<file path="config.mk">
export PLATFORM = sky130hd
export DESIGN_NAME = wave_table_sound_channel
export DESIGN_NICKNAME = d
export VERILOG_FILES = /design/src/rtl/core/wtsc_pkg.sv /design/src/rtl/core/wtsc_in_stage.sv /design/src/rtl/core/wtsc_core.sv /design/src/rtl/core/wave_table_sound_channel.sv
export SDC_FILE = /design/constraint.sdc
export NUM_CORES = 1
export LEC_CHECK = 0
export BUFFER_PORTS_ARGS = -buffer_cell sky130_fd_sc_hd__buf_2
export CAP_MARGIN = 20
export CORE_AREA = 8 8 177 179
export DETAILED_ROUTE_END_ITERATION = 8
export DIE_AREA = 0 0 185 187
export PLACE_DENSITY = 0.67
export SLEW_MARGIN = 20
export SYNTH_ARGS = -nofsm -noshare
export SYNTH_HDL_FRONTEND = slang
export SYNTH_SLANG_ARGS = --single-unit
export TNS_END_PERCENT = 100
</file>
<file path="constraint.sdc">
create_clock -name clk -period 10.59 [get_ports clk]
set_clock_uncertainty 0.05 [all_clocks]
set_input_delay 0 -clock clk [delete_from_list [all_inputs] [get_ports clk]]
set_output_delay 0 -clock clk [all_outputs]
set_load 0.005 [all_outputs]
</file>
<file path="src/rtl/core/wtsc_pkg.sv">
package wtsc_pkg;

  localparam int unsigned WTSC_WAVE_BYTES = 16;

  typedef enum logic [2:0] {
    ACT_REG_WR  = 3'd0,
    ACT_REG_RD  = 3'd1,
    ACT_RAM_WR  = 3'd2,
    ACT_RAM_RD  = 3'd3,
    ACT_TICK    = 3'd4,
    ACT_LEN_CLK = 3'd5,
    ACT_DISABLE = 3'd6
  } action_t;

  localparam logic [3:0] REG_DAC    = 4'd0;
  localparam logic [3:0] REG_LENGTH = 4'd1;
  localparam logic [3:0] REG_VOLUME = 4'd2;
  localparam logic [3:0] REG_PER_LO = 4'd3;
  localparam logic [3:0] REG_PER_HI = 4'd4;

  localparam logic [7:0] MASK_DAC    = 8'h7F;
  localparam logic [7:0] MASK_LENGTH = 8'hFF;
  localparam logic [7:0] MASK_VOLUME = 8'h9F;
  localparam logic [7:0] MASK_PER_LO = 8'hFF;
  localparam logic [7:0] MASK_PER_HI = 8'hBF;
  localparam logic [7:0] MASK_NONE   = 8'hFF;

  typedef struct packed {
    logic [2:0]  action;
    logic [3:0]  address;
    logic [7:0]  write_data;
    logic [12:0] tick_clocks;
  } item_t;

  function automatic logic [15:0] reload_value(input logic [10:0] period);
    logic [11:0] span;
    span = 12'd2048 - {1'b0, period};
    return {3'b000, span, 1'b0};
  endfunction

endpackage

</file>
<file path="src/rtl/core/wtsc_in_stage.sv">
module wtsc_in_stage
  import wtsc_pkg::*;
(
  input  logic        clk,
  input  logic        rst_n,
  input  logic        in_valid,
  output logic        in_ready,
  input  logic [2:0]  in_action,
  input  logic [3:0]  in_address,
  input  logic [7:0]  in_write_data,
  input  logic [12:0] in_tick_clocks,
  input  logic        take,
  output logic        item_valid,
  output item_t       item
);

  logic  item_valid_r;
  item_t item_r;

  assign in_ready   = !item_valid_r || take;
  assign item_valid = item_valid_r;
  assign item       = item_r;

  always_ff @(posedge clk) begin
    if (!rst_n) begin
      item_valid_r <= 1'b0;
    end else if (in_ready) begin
      item_valid_r <= in_valid;
    end
  end

  always_ff @(posedge clk) begin
    if (in_valid && in_ready) begin
      item_r.action      <= in_action;
      item_r.address     <= in_address;
      item_r.write_data  <= in_write_data;
      item_r.tick_clocks <= in_tick_clocks;
    end
  end

endmodule

</file>
<file path="src/rtl/core/wtsc_core.sv">
module wtsc_core
  import wtsc_pkg::*;
#(
  parameter int unsigned WAVE_BYTES = WTSC_WAVE_BYTES
)
(
  input  logic       clk,
  input  logic       rst_n,
  input  logic       item_valid,
  input  item_t      item,
  output logic       take,
  output logic       out_valid,
  input  logic       out_ready,
  output logic [7:0] out_read_data,
  output logic [3:0] out_sample_out,
  output logic       out_channel_on
);

  localparam int unsigned RAM_AW = $clog2(WAVE_BYTES);

  logic [7:0]            ram_mem [WAVE_BYTES];
  logic [WAVE_BYTES-1:0] ram_vld_r;

  logic        dac_on_r,     dac_on_nxt;
  logic [3:0]  sample_r,     sample_nxt;
  logic [4:0]  pos_r,        pos_nxt;
  logic [1:0]  volume_r,     volume_nxt;
  logic [10:0] period_r,     period_nxt;
  logic [8:0]  length_r,     length_nxt;
  logic        length_on_r,  length_on_nxt;
  logic        playing_r,    playing_nxt;
  logic [15:0] timer_r,      timer_nxt;
  logic [3:0]  level_r,      level_nxt;
  logic        out_valid_r;
  logic [7:0]  read_data_r,  read_data_nxt;

  logic              ram_we;
  logic              ram_rd;
  logic              fetch;
  logic [15:0]       timer_dec;
  logic [RAM_AW-1:0] acc_idx;
  logic [RAM_AW-1:0] fetch_idx;

  assign take           = item_valid && (!out_valid_r || out_ready);
  assign out_valid      = out_valid_r;
  assign out_read_data  = read_data_r;
  assign out_sample_out = level_r;
  assign out_channel_on = playing_r;

  assign acc_idx   = item.address[RAM_AW-1:0];
  assign timer_dec = timer_r - {3'b000, item.tick_clocks};

  always_comb begin
    dac_on_nxt    = dac_on_r;
    sample_nxt    = sample_r;
    pos_nxt       = pos_r;
    volume_nxt    = volume_r;
    period_nxt    = period_r;
    length_nxt    = length_r;
    length_on_nxt = length_on_r;
    playing_nxt   = playing_r;
    timer_nxt     = timer_r;
    level_nxt     = level_r;
    read_data_nxt = 8'h00;
    ram_we        = 1'b0;
    ram_rd        = 1'b0;
    fetch         = 1'b0;
    case (action_t'(item.action))
      ACT_REG_WR: begin
        case (item.address)
          REG_DAC: begin
            dac_on_nxt  = item.write_data[7];
            playing_nxt = playing_r & item.write_data[7];
          end
          REG_LENGTH: begin
            length_nxt = 9'd256 - {1'b0, item.write_data};
          end
          REG_VOLUME: begin
            volume_nxt = item.write_data[6:5];
          end
          REG_PER_LO: begin
            period_nxt = {period_r[10:8], item.write_data};
          end
          REG_PER_HI: begin
            period_nxt    = {item.write_data[2:0], period_r[7:0]};
            length_on_nxt = item.write_data[6];
            if (item.write_data[7]) begin
              playing_nxt = dac_on_r;
              timer_nxt   = reload_value(period_nxt);
              pos_nxt     = 5'd0;
              if (length_r == 9'd0) begin
                length_nxt = 9'd256;
              end
            end
          end
          default: ;
        endcase
      end
      ACT_REG_RD: begin
        case (item.address)
          REG_DAC:    read_data_nxt = {dac_on_r, 7'd0} | MASK_DAC;
          REG_LENGTH: read_data_nxt = MASK_LENGTH;
          REG_VOLUME: read_data_nxt = {1'b0, volume_r, 5'd0} | MASK_VOLUME;
          REG_PER_LO: read_data_nxt = MASK_PER_LO;
          REG_PER_HI: read_data_nxt = {1'b0, length_on_r, 6'd0} | MASK_PER_HI;
          default:    read_data_nxt = MASK_NONE;
        endcase
      end
      ACT_RAM_WR: ram_we = 1'b1;
      ACT_RAM_RD: ram_rd = 1'b1;
      ACT_TICK: begin
        if (volume_r != 2'd0 && playing_r) begin
          level_nxt = sample_r >> (volume_r - 2'd1);
        end else begin
          level_nxt = 4'd0;
        end
        if (timer_dec == 16'd0) begin
          timer_nxt = reload_value(period_r);
          pos_nxt   = pos_r + 5'd1;
          fetch     = 1'b1;
        end else begin
          timer_nxt = timer_dec;
        end
      end
      ACT_LEN_CLK: begin
        if (length_on_r && length_r != 9'd0) begin
          length_nxt = length_r - 9'd1;
          if (length_r == 9'd1) begin
            playing_nxt = 1'b0;
          end
        end
      end
      ACT_DISABLE: begin
        dac_on_nxt    = 1'b0;
        sample_nxt    = 4'd0;
        pos_nxt       = 5'd0;
        volume_nxt    = 2'd0;
        period_nxt    = 11'd0;
        length_on_nxt = 1'b0;
        playing_nxt   = 1'b0;
        timer_nxt     = 16'd0;
        level_nxt     = 4'd0;
      end
      default: ;
    endcase
  end

  assign fetch_idx = RAM_AW'(pos_nxt[4:1]);

  always_ff @(posedge clk) begin
    if (take && ram_we) begin
      ram_mem[acc_idx] <= item.write_data;
    end
  end

  always_ff @(posedge clk) begin
    if (take) begin
      if (ram_rd) begin
        read_data_r <= ram_vld_r[acc_idx] ? ram_mem[acc_idx] : 8'h00;
      end else begin
        read_data_r <= read_data_nxt;
      end
    end
  end

  always_ff @(posedge clk) begin
    if (!rst_n) begin
      ram_vld_r   <= '0;
      dac_on_r    <= 1'b0;
      sample_r    <= 4'd0;
      pos_r       <= 5'd0;
      volume_r    <= 2'd0;
      period_r    <= 11'd0;
      length_r    <= 9'd0;
      length_on_r <= 1'b0;
      playing_r   <= 1'b0;
      timer_r     <= 16'd0;
      level_r     <= 4'd0;
      out_valid_r <= 1'b0;
    end else begin
      if (take) begin
        if (ram_we) begin
          ram_vld_r[acc_idx] <= 1'b1;
        end
        dac_on_r    <= dac_on_nxt;
        pos_r       <= pos_nxt;
        volume_r    <= volume_nxt;
        period_r    <= period_nxt;
        length_r    <= length_nxt;
        length_on_r <= length_on_nxt;
        playing_r   <= playing_nxt;
        timer_r     <= timer_nxt;
        level_r     <= level_nxt;
        if (fetch) begin
          if (!ram_vld_r[fetch_idx]) begin
            sample_r <= 4'd0;
          end else if (pos_nxt[0]) begin
            sample_r <= ram_mem[fetch_idx][3:0];
          end else begin
            sample_r <= ram_mem[fetch_idx][7:4];
          end
        end else begin
          sample_r <= sample_nxt;
        end
        out_valid_r <= 1'b1;
      end else if (out_ready) begin
        out_valid_r <= 1'b0;
      end
    end
  end

endmodule

</file>
<file path="src/rtl/core/wave_table_sound_channel.sv">
// Channel  | Direction | Handshake            | Payload
// in_      | input     | in_valid / in_ready   | action, address, write_data, tick_clocks
// out_     | output    | out_valid / out_ready | read_data, sample_out, channel_on
//
// One transaction per cycle sustained while out_ready stays high; each is registered in the input register,
// then passes the state update, then is registered in the result register.
// Synchronous reset clears the channel state, both valid flags and the wave RAM valid bits; read data is not reset.
// A stalled result register holds; one more input transaction waits in the input register.
module wave_table_sound_channel
  import wtsc_pkg::*;
#(
  parameter int unsigned WAVE_BYTES = WTSC_WAVE_BYTES
)
(
  input  logic        clk,
  input  logic        rst_n,
  input  logic        in_valid,
  output logic        in_ready,
  input  logic [2:0]  in_action,
  input  logic [3:0]  in_address,
  input  logic [7:0]  in_write_data,
  input  logic [12:0] in_tick_clocks,
  output logic        out_valid,
  input  logic        out_ready,
  output logic [7:0]  out_read_data,
  output logic [3:0]  out_sample_out,
  output logic        out_channel_on
);

  logic  take;
  logic  item_valid;
  item_t item;

  wtsc_in_stage u_in (
    .clk            (clk),
    .rst_n          (rst_n),
    .in_valid       (in_valid),
    .in_ready       (in_ready),
    .in_action      (in_action),
    .in_address     (in_address),
    .in_write_data  (in_write_data),
    .in_tick_clocks (in_tick_clocks),
    .take           (take),
    .item_valid     (item_valid),
    .item           (item)
  );

  wtsc_core #(
    .WAVE_BYTES (WAVE_BYTES)
  ) u_core (
    .clk            (clk),
    .rst_n          (rst_n),
    .item_valid     (item_valid),
    .item           (item),
    .take           (take),
    .out_valid      (out_valid),
    .out_ready      (out_ready),
    .out_read_data  (out_read_data),
    .out_sample_out (out_sample_out),
    .out_channel_on (out_channel_on)
  );

endmodule

</file>
==> reports/metrics.yaml, run 1 <==
setup_path:
  r2r_cells: 15
  cp.required_ns: 10.98
  path_cells: "ha_1, fa_1, xor2_1, nand4b_1, a211oi_1, o211ai_1, a211oi_1, nand4bb_1, mux2i_1, nand2_2, mux2i_1, mux2_2, o22ai_1, nor3_1, o21ai_1"
  reg2reg_slack_ns: 5.16
  slowest_stage: "nand2_2"
  worstReg2RegEnd: "u_core.sample_r[1]"
  critPathKind: "reg2reg"
  cp_slowest_stage_delay_ns: 0.63
  crit_arrival_ns: 5.82
  r2r-start: "u_in.item[0]"
  critPathMaxFanout: 32
  end_kind: "flop"
  cp-start-kind: "flop"
placement:
  port_buffers: 46
  gp_congestion: 0.892
  dpl.hpwl_microns: 23900
  pre_cts_ws_ns: 5.35
hold_path:
  holdCritStartpoint: "rst_n"
  whs_path_depth: 3
  hold_end: "u_core.timer_r[11]"
  hold_class: "in2reg"
cts:
  cts_root_buffer: "clkbuf_16"
  cts_buffers: 26
  clk_pin_slew_ns: 0.06
  htreeDepth: 1
  cts_sinks: 240
  clock_latency_ns: 0.56
  cts.path.max_buffers: 3
  post_cts_buffers: 0
  cts_tree: "done"
timing:
  max_clock_freq_ghz: 0.184
  slew_viol_final: 0
  finalCritPeriodShare_pct: 51.3
  worstMarginPinSlew_ns: 1.19
  maxSlewHeadroom_pct: 20.5
  rsz0062_at_grt: "no"
  finalHoldViolCount: 0
  setup_ws_ns: 5.16
  setup_tns_ns: 0
  setup_viol: 0
  min_period_ns: 5.43
synth:
  synthAdderAreaFrac_pct: 2.14
  synth_largest_area_cell: "edfxtp_1"
  netlist_top_cells_count: "edfxtp_1, nand2_1, dfxtp_1, nor2_1, o21ai_0"
  synth_most_common_cell: "edfxtp_1"
  synthCells: 1106
  synth_compound_area_share_pct: 14.9
  synth_edf_count: 164
  synth_top_family_by_area: "compound AO/OA/AOI/OAI gates"
  synth.avg_cell_area_sq_um: 11.4
  yosys.area_share.simple_pct: 13.2
  synth_fp_nets: 1159
  ys_async_sr_fraction_pct: 0
  muxShareOfSynthArea_pct: 13.5
  synth_ff_type: "edfxtp_1"
  synth_top_area_share_pct: 39.0
  synth_xor_area_share_pct: 1.60
  synth_area_leaders: "edfxtp_1, dfxtp_1, mux4_2"
  yosys_warnings: 0
  ys_ff_latch: 240
  synth_cell_types: 73
  syn-cell-area_sq_mm: 0.0126
  synth_seq_area_share_pct: 51.1
final_layout:
  diodes: 0
  fin_nets: 1222
  multi_input_comb_area_sq_mm: 0.00575
  syn_to_final_growth_pct: 13.5
  register_area_sq_mm: 0.00645
  fill_cells: 2533
  drive_gt1_share_pct: 17.2
pwr:
  ir_worst_vdd_mv: 0.115
  powerDensity_mw_per_mm2: 146
  total_leakage_power_uw: 0.00496
global_routing:
  grt_pass1_vias: 9313
  grt_usage_pct: 20.0
  overflow: 0
  grt_pass1_wl_microns: 54900
  grt_antenna_before_repair: 1
  grt_max_degree: 71
die:
  dieArea_sq_mm: 0.0346
  start_util_pct: 44.5
  core-area_sq_mm: 0.0284
  fp.dieW_microns: 185
  die_y_microns: 187
  io_pins: 47
  fp-row-count: 62
drt:
  vias: 9538
  dr.pass1.iters: 5
  drtIter0Drc: 1019
  drc: 0
  wl_microns: 35300
  wire_per_inst_microns: 22.4
  final_antenna_net_count: 0
  viasPerCell: 6.06
job:
  maxCapViolations: 0
outcome:
  status: "complete, no violations"
-- layout make-up --
type,instances,area share [%]
clock buffer,42,5.17
clock inverter,6,0.349
inverter,47,1.23
multi-input combinational,757,40.1
sequential,240,45.0
tap,384,3.35
timing repair buffer,97,4.80
-- worst max-delay path: cells and delay by family, from the launching register on --
| family | cells | cell delay, ns |
|---|---|---|
| muxes | 3 | 1.16 |
| and+or+nand+nor | 4 | 1.76 |
| AOI/OAI and AO/OA | 5 | 1.11 |
| xor gates and xnor gates | 1 | 0.20 |
| DFF | 1 | 0.40 |
| adders and majority gates | 2 | 0.62 |
-- where the power goes --
| group | switching (uW) | leakage [uW] | internal [uW] |
|---|---|---|---|
| Combinational | 112 | 0.00247 | 88.0 |
| Sequential | 25.0 | 0.00211 | 1020 |
| Clock | 375 | 0.000379 | 478 |
| Total | 512 | 0.00496 | 1580 |
-- repair_timing --
item,CTS,global route
hold buffers,30,0
hold endpoints to repair,34,0
resized for setup,0,0
-- placed cells by master (no fill, tap or decap), types with 9 or more instances in the layout --
cell type | synthesis | routed
nand2_1 | 95 | 95
a21o_1 | 9 | 9
buf_4 | 2 | 21
nand2b_1 | 9 | 9
nor3_1 | 35 | 35
ha_1 | 20 | 20
o21ai_0 | 50 | 50
o211a_1 | 11 | 11
clkbuf_16 | 0 | 26
o211ai_1 | 27 | 27
nor3b_1 | 10 | 10
mux2_2 | 30 | 30
or3_1 | 9 | 9
nor2_1 | 66 | 59
nand3_1 | 19 | 19
a21oi_1 | 46 | 46
xnor2_1 | 16 | 16
nor2b_1 | 23 | 22
clkbuf_1 | 41 | 13
inv_1 | 47 | 47
mux4_2 | 45 | 45
and2_1 | 12 | 12
a22oi_1 | 14 | 14
buf_2 | 12 | 46
o22ai_1 | 15 | 15
nand4_1 | 13 | 13
dfxtp_1 | 76 | 75
edfxtp_1 | 164 | 164
o21a_1 | 26 | 26
a21boi_0 | 14 | 14
dlygate4sd3_1 | 0 | 30
mux2i_1 | 35 | 35
-- state kept, by name (all words and copies together), names as in the netlist, 2 cells and up, named ones only --
name and count:
u_core.sample_r 4, u_core.pos_r 5, u_core.timer_r 16, u_core.volume_r 2, u_core.out_read_data 8, u_core.ram_vld_r 16, u_core.ram_mem 128, u_core.length_r 9
u_core.period_r 11, u_core.out_sample_out 4, u_in.item 28
-- worst max-delay path by stage --
stage                                     to    startpoint  depth (start not counted)
after floorplan           u_core.sample_r[0]  u_in.item[0]                         17
after global placement    u_core.sample_r[1]  u_in.item[0]                         15
after detailed placement  u_core.sample_r[1]  u_in.item[0]                         15
after CTS                 u_core.sample_r[1]  u_in.item[0]                         15
after global routing      u_core.sample_r[1]  u_in.item[0]                         15
final                     u_core.sample_r[1]  u_in.item[0]                         15
-- metrics by stage --
stage	instances	hold slack, ns	total power [uW]	utilization (%)	cell area, sq um
2_1_floorplan	1106	0.0489	1190	-	12600
3_3_place_gp	1494	0.126	1250	46.6	13200
3_5_place_dp	1495	0.128	1250	46.6	13200
4_1_cts	1573	0.0423	2100	50.5	14300
5_1_grt	1573	0.0813	2160	50.5	14300
6_report	1573	0.0783	2090	50.5	14300
-- routing by layer --
metal / routed length [microns] / up-vias / GRT usage, %
li1: - / 4344 / -
met1: 15200 / 4608 / 28.1
met2: 16000 / 508 / 31.1
met3: 3060 / 76 / 3.85
met4: 963 / 2 / 5.57
met5: 13 / - / 0
-- cells by family (layout without fill, tap and decap cells) --
kind of cell               Yosys count  count (layout)
AOI/OAI and AO/OA                  272             272
xor gates and xnor gates            23              23
adders and majority gates           21              21
buffers and inverters              109             192
DFF                                240             240
muxes                              110             110
and+or+nand+nor                    331             331
Power figures use the tool's default switching activity.
==> run 2: changes to the inputs <==
--- a/config.mk
+++ b/config.mk
@@ -5,12 +5,13 @@
 export SDC_FILE = /design/constraint.sdc
 export NUM_CORES = 1
 export LEC_CHECK = 0
+export ABC_AREA = 1
 export BUFFER_PORTS_ARGS = -buffer_cell sky130_fd_sc_hd__buf_2
 export CAP_MARGIN = 20
-export CORE_AREA = 8 8 177 179
+export CORE_AREA = 8 8 181 183
 export DETAILED_ROUTE_END_ITERATION = 8
-export DIE_AREA = 0 0 185 187
-export PLACE_DENSITY = 0.67
+export DIE_AREA = 0 0 189 191
+export PLACE_DENSITY = 0.66
 export SLEW_MARGIN = 20
 export SYNTH_ARGS = -nofsm -noshare
 export SYNTH_HDL_FRONTEND = slang
==> constraint.sdc (replaced) <==
create_clock -name clk -period 5.65 [get_ports clk]
set_clock_uncertainty 0.05 [all_clocks]
set_input_delay 0 -clock clk [delete_from_list [all_inputs] [get_ports clk]]
set_output_delay 0 -clock clk [all_outputs]
set_load 0.005 [all_outputs]
==> run 2 against run 1 <==
  * Largest power group unchanged
  * Cell area increased by 4.6%
  * Critical endpoint is now u_core.sample_r[0]
  * Non-clock buffer count down 4
  * Area after synthesis increased by 4.7%
  * Register-to-register slack worse by 3.6 ns
  * Clock power grew 120%
  * Sequential share of layout area fell by 2.0 points
  * Hold slack gained 0.036 ns
  * Largest cell class unchanged
  * Via count increased by 21%
  * Sequential cell count is the same
  * Global-route usage increased by 0.54 points
==> reports/metrics.yaml, run 2 <==
outcome:
  status: "complete, no violations"  # unchanged
job:
  maxCapViolations: 0  # unchanged
timing:
  min_period_ns: 4.06  # was 5.43 ns
  setup_tns_ns: 0  # unchanged
  slew_viol_final: 0  # unchanged
  setup_viol: 0  # unchanged
  rsz0062_at_grt: "no"  # unchanged
  whs_ns: 0.114  # was 0.0783 ns
  worstMarginPinSlew_ns: 1.15  # was 1.19 ns
  maxSlewHeadroom_pct: 23.0  # was 20.5%
  finalCritPeriodShare_pct: 71.9  # was 51.3%
  finalHoldViolCount: 0  # unchanged
  max_clock_freq_ghz: 0.246  # was 0.184 GHz
placement:
  dp_cells: 1975  # was 1495
  port_buffers: 46  # unchanged
  dpl.hpwl_microns: 25200  # was 23900 microns
  gp_congestion: 0.891  # was 0.892
synth:
  netlist_top_cells_count: "nand2_1, nand3_1, inv_1, edfxtp_1, nor2_1"  # was edfxtp_1, nand2_1, dfxtp_1, nor2_1, o21ai_0
  synth_largest_area_cell: "edfxtp_1"  # unchanged
  synth_seq_area_share_pct: 48.8  # was 51.1%
  yosys_warnings: 0  # unchanged
  syn-cell-area_sq_mm: 0.0132  # was 0.0126 sq mm
  synthCells: 1591  # was 1106
  ys_async_sr_fraction_pct: 0  # unchanged
  synth_fp_nets: 1644  # was 1159
  synth.avg_cell_area_sq_um: 8.31  # was 11.4 sq um
  synth_cell_types: 58  # was 73
  ys_ff_latch: 240  # unchanged
  synth_ff_type: "edfxtp_1"  # unchanged
  synth_most_common_cell: "nand2_1"  # was edfxtp_1
  synth_top_area_share_pct: 37.3  # was 39.0%
  synth_edf_count: 164  # unchanged
  synth_area_leaders: "edfxtp_1, dfxtp_1, nand3_1"  # was edfxtp_1, dfxtp_1, mux4_2
die:
  die_y_microns: 191  # was 187 microns
  fp.dieW_microns: 189  # was 185 microns
  core-area_sq_mm: 0.0300  # was 0.0284 sq mm
  start_util_pct: 44.0  # was 44.5%
  fp-row-count: 64  # was 62
  dieArea_sq_mm: 0.0361  # was 0.0346 sq mm
  io_pins: 47  # unchanged
cts:
  cts_root_buffer: "clkbuf_16"  # unchanged
  cts_sinks: 240  # unchanged
  clk_pin_slew_ns: 0.06  # about the same
  cts_buffers: 28  # was 26
  post_cts_buffers: 0  # unchanged
  ctsResizeCount: 0  # unchanged
  htreeDepth: 1  # unchanged
  cts.path.max_buffers: 3  # unchanged
  holdBufCountCts: 32  # was 30
  clock_latency_ns: 0.55  # was 0.56 ns
  cts_tree: "done"  # unchanged
setup_path:
  critPathKind: "reg2reg"  # unchanged
  cp.required_ns: 6.01  # was 10.98 ns
  reg2reg_slack_ns: 1.59  # was 5.16 ns
  worstReg2RegEnd: "u_core.sample_r[0]"  # was u_core.sample_r[1]
  r2r_cells: 22  # was 15
  end_kind: "flop"  # unchanged
  crit_arrival_ns: 4.42  # was 5.82 ns
  critPathMaxFanout: 73  # was 32
  cp-start-kind: "flop"  # unchanged
  r2r-start: "u_in.item[0]"  # unchanged
pwr:
  internal_power_uw: 3240  # was 1580 uW
  total_leakage_power_uw: 0.00608  # was 0.00496 uW
  powerDensity_mw_per_mm2: 291  # was 146 mW/mm^2
  power.switching_uw: 1120  # was 512 uW
  p_sw_share_pct: 25.7  # was 24.4%
  combPwrFrac_pct: 11.6  # was 9.6%
  pwr-share-clk_pct: 43.7  # was 40.7%
  p_seq_share_pct: 44.7  # was 49.7%
  ir_worst_vdd_mv: 0.239  # was 0.115 mV
drt:
  final_antenna_net_count: 0  # unchanged
  dr.pass1.iters: 6  # was 5
  drc: 0  # unchanged
  drtIter0Drc: 1284  # was 1019
  vias: 11600  # was 9538
  wl_microns: 37800  # was 35300 microns
  wire_per_inst_microns: 18.4  # was 22.4 microns
  viasPerCell: 5.61  # was 6.06
final_layout:
  largest_register_ffs: 128  # unchanged
  fill_cells: 2798  # was 2533
  top_register: "u_core.ram_mem"  # unchanged
  fin_cells: 2060  # was 1573
  layout_common_cells: "nand2_1, nand3_1, inv_1"  # was edfxtp_1, nand2_1, dfxtp_1
  fin_util_pct: 49.9  # was 50.5%
  diodes: 0  # unchanged
  fin_nets: 1695  # was 1222
  syn_to_final_growth_pct: 13.5  # about the same
  layout_commonest_cell: "nand2_1"  # was edfxtp_1
  drive_gt1_share_pct: 9.50  # was 17.2%
global_routing:
  grt_max_degree: 105  # was 71
  grt_antenna_before_repair: 0  # was 1
  grt_pass1_wl_microns: 59900  # was 54900 microns
  grt_pass1_vias: 11200  # was 9313
  grt_usage_pct: 20.6  # was 20.0%
  overflow: 0  # unchanged
hold_path:
  holdCritStartpoint: "in_tick_clocks[4]"  # was rst_n
  hold_class: "in2reg"  # unchanged
  hold_end: "u_in.item[4]"  # was u_core.timer_r[11]
  whs_path_depth: 2  # was 3
[run 2: power by group through the flow]
stage	clock network [uW]	registers [uW]	logic (uW)
floorplan	0	1970	362
global placement	0	2000	459
detailed placement	0	2000	464
CTS	1940	1960	484
global route	2000	1960	559
finish	1910	1950	505
[run 2: metal layers]
layer | vias to the layer above | track usage [%] | share of wire (%)
li1 | 5563 | - | -
met1 | 5449 | 26.0 | 41
met2 | 470 | 35.0 | 48
met3 | 82 | 3.39 | 7.5
met4 | 0 | 7.67 | 3.5
met5 | - | 0 | 0
[run 2: cell families (layout without fill, tap and decap cells)]
logic type / Yosys count / count (layout) / synth area share, %
and+or+nand+nor: 723 / 723 / 24.7
buffers and inverters: 274 / 347 / 8.89
DFF: 240 / 240 / 48.8
xor gates and xnor gates: 15 / 15 / 0.994
adders and majority gates: 21 / 21 / 2.04
muxes: 24 / 24 / 1.82
AOI/OAI and AO/OA: 294 / 294 / 12.8
[run 2: per-stage QoR]
step,setup WS (ns),area [sq um],total power [uW]
after global routing,1.20,15000,4520
final,1.59,15000,4360
after global placement,1.73,13600,2460
after detailed placement,1.63,13600,2460
after CTS,1.62,15000,4380
after floorplan,2.64,13200,2330
[run 2: worst max path at each step]
stage	start	to	slack [ns]	cells past startpoint
floorplan	u_in.item[0]	u_core.sample_r[3]	2.64	24
finish	u_in.item[0]	u_core.sample_r[0]	1.59	22
CTS	u_in.item[0]	u_core.sample_r[0]	1.62	22
global placement	u_in.item[0]	u_core.sample_r[0]	1.73	22
global route	u_in.item[0]	u_core.sample_r[0]	1.20	22
detailed placement	u_in.item[0]	u_core.sample_r[0]	1.63	22
[run 2: final cells by class]
class	instances	area [sq um]	area share, %
clock inverter	15	169	1.13
timing repair buffer	93	687	4.58
clock buffer	37	827	5.51
inverter	202	763	5.09
tap	396	495	3.30
multi-input combinational	1077	5610	37.4
sequential	240	6450	43.0
[run 2: worst max-delay path: stages (launching register included)]
cell and delay (ns):
edfxtp_1 0.39, ha_1 0.24, fa_1 0.40, inv_1 0.11
nand2_1 0.05, nand2_1 0.09, nand3_1 0.09, nand2_1 0.10
nand2_1 0.05, nand2_1 0.10, nand2_1 0.09, nor3_4 0.26
nand3_4 0.22, nand2_4 0.31, nand2_4 0.48, nand2_1 0.19
nand3_1 0.08, nand3_1 0.12, nand3_1 0.11, nand2_1 0.11
nand2_1 0.07, nand3_1 0.09, a21oi_1 0.06
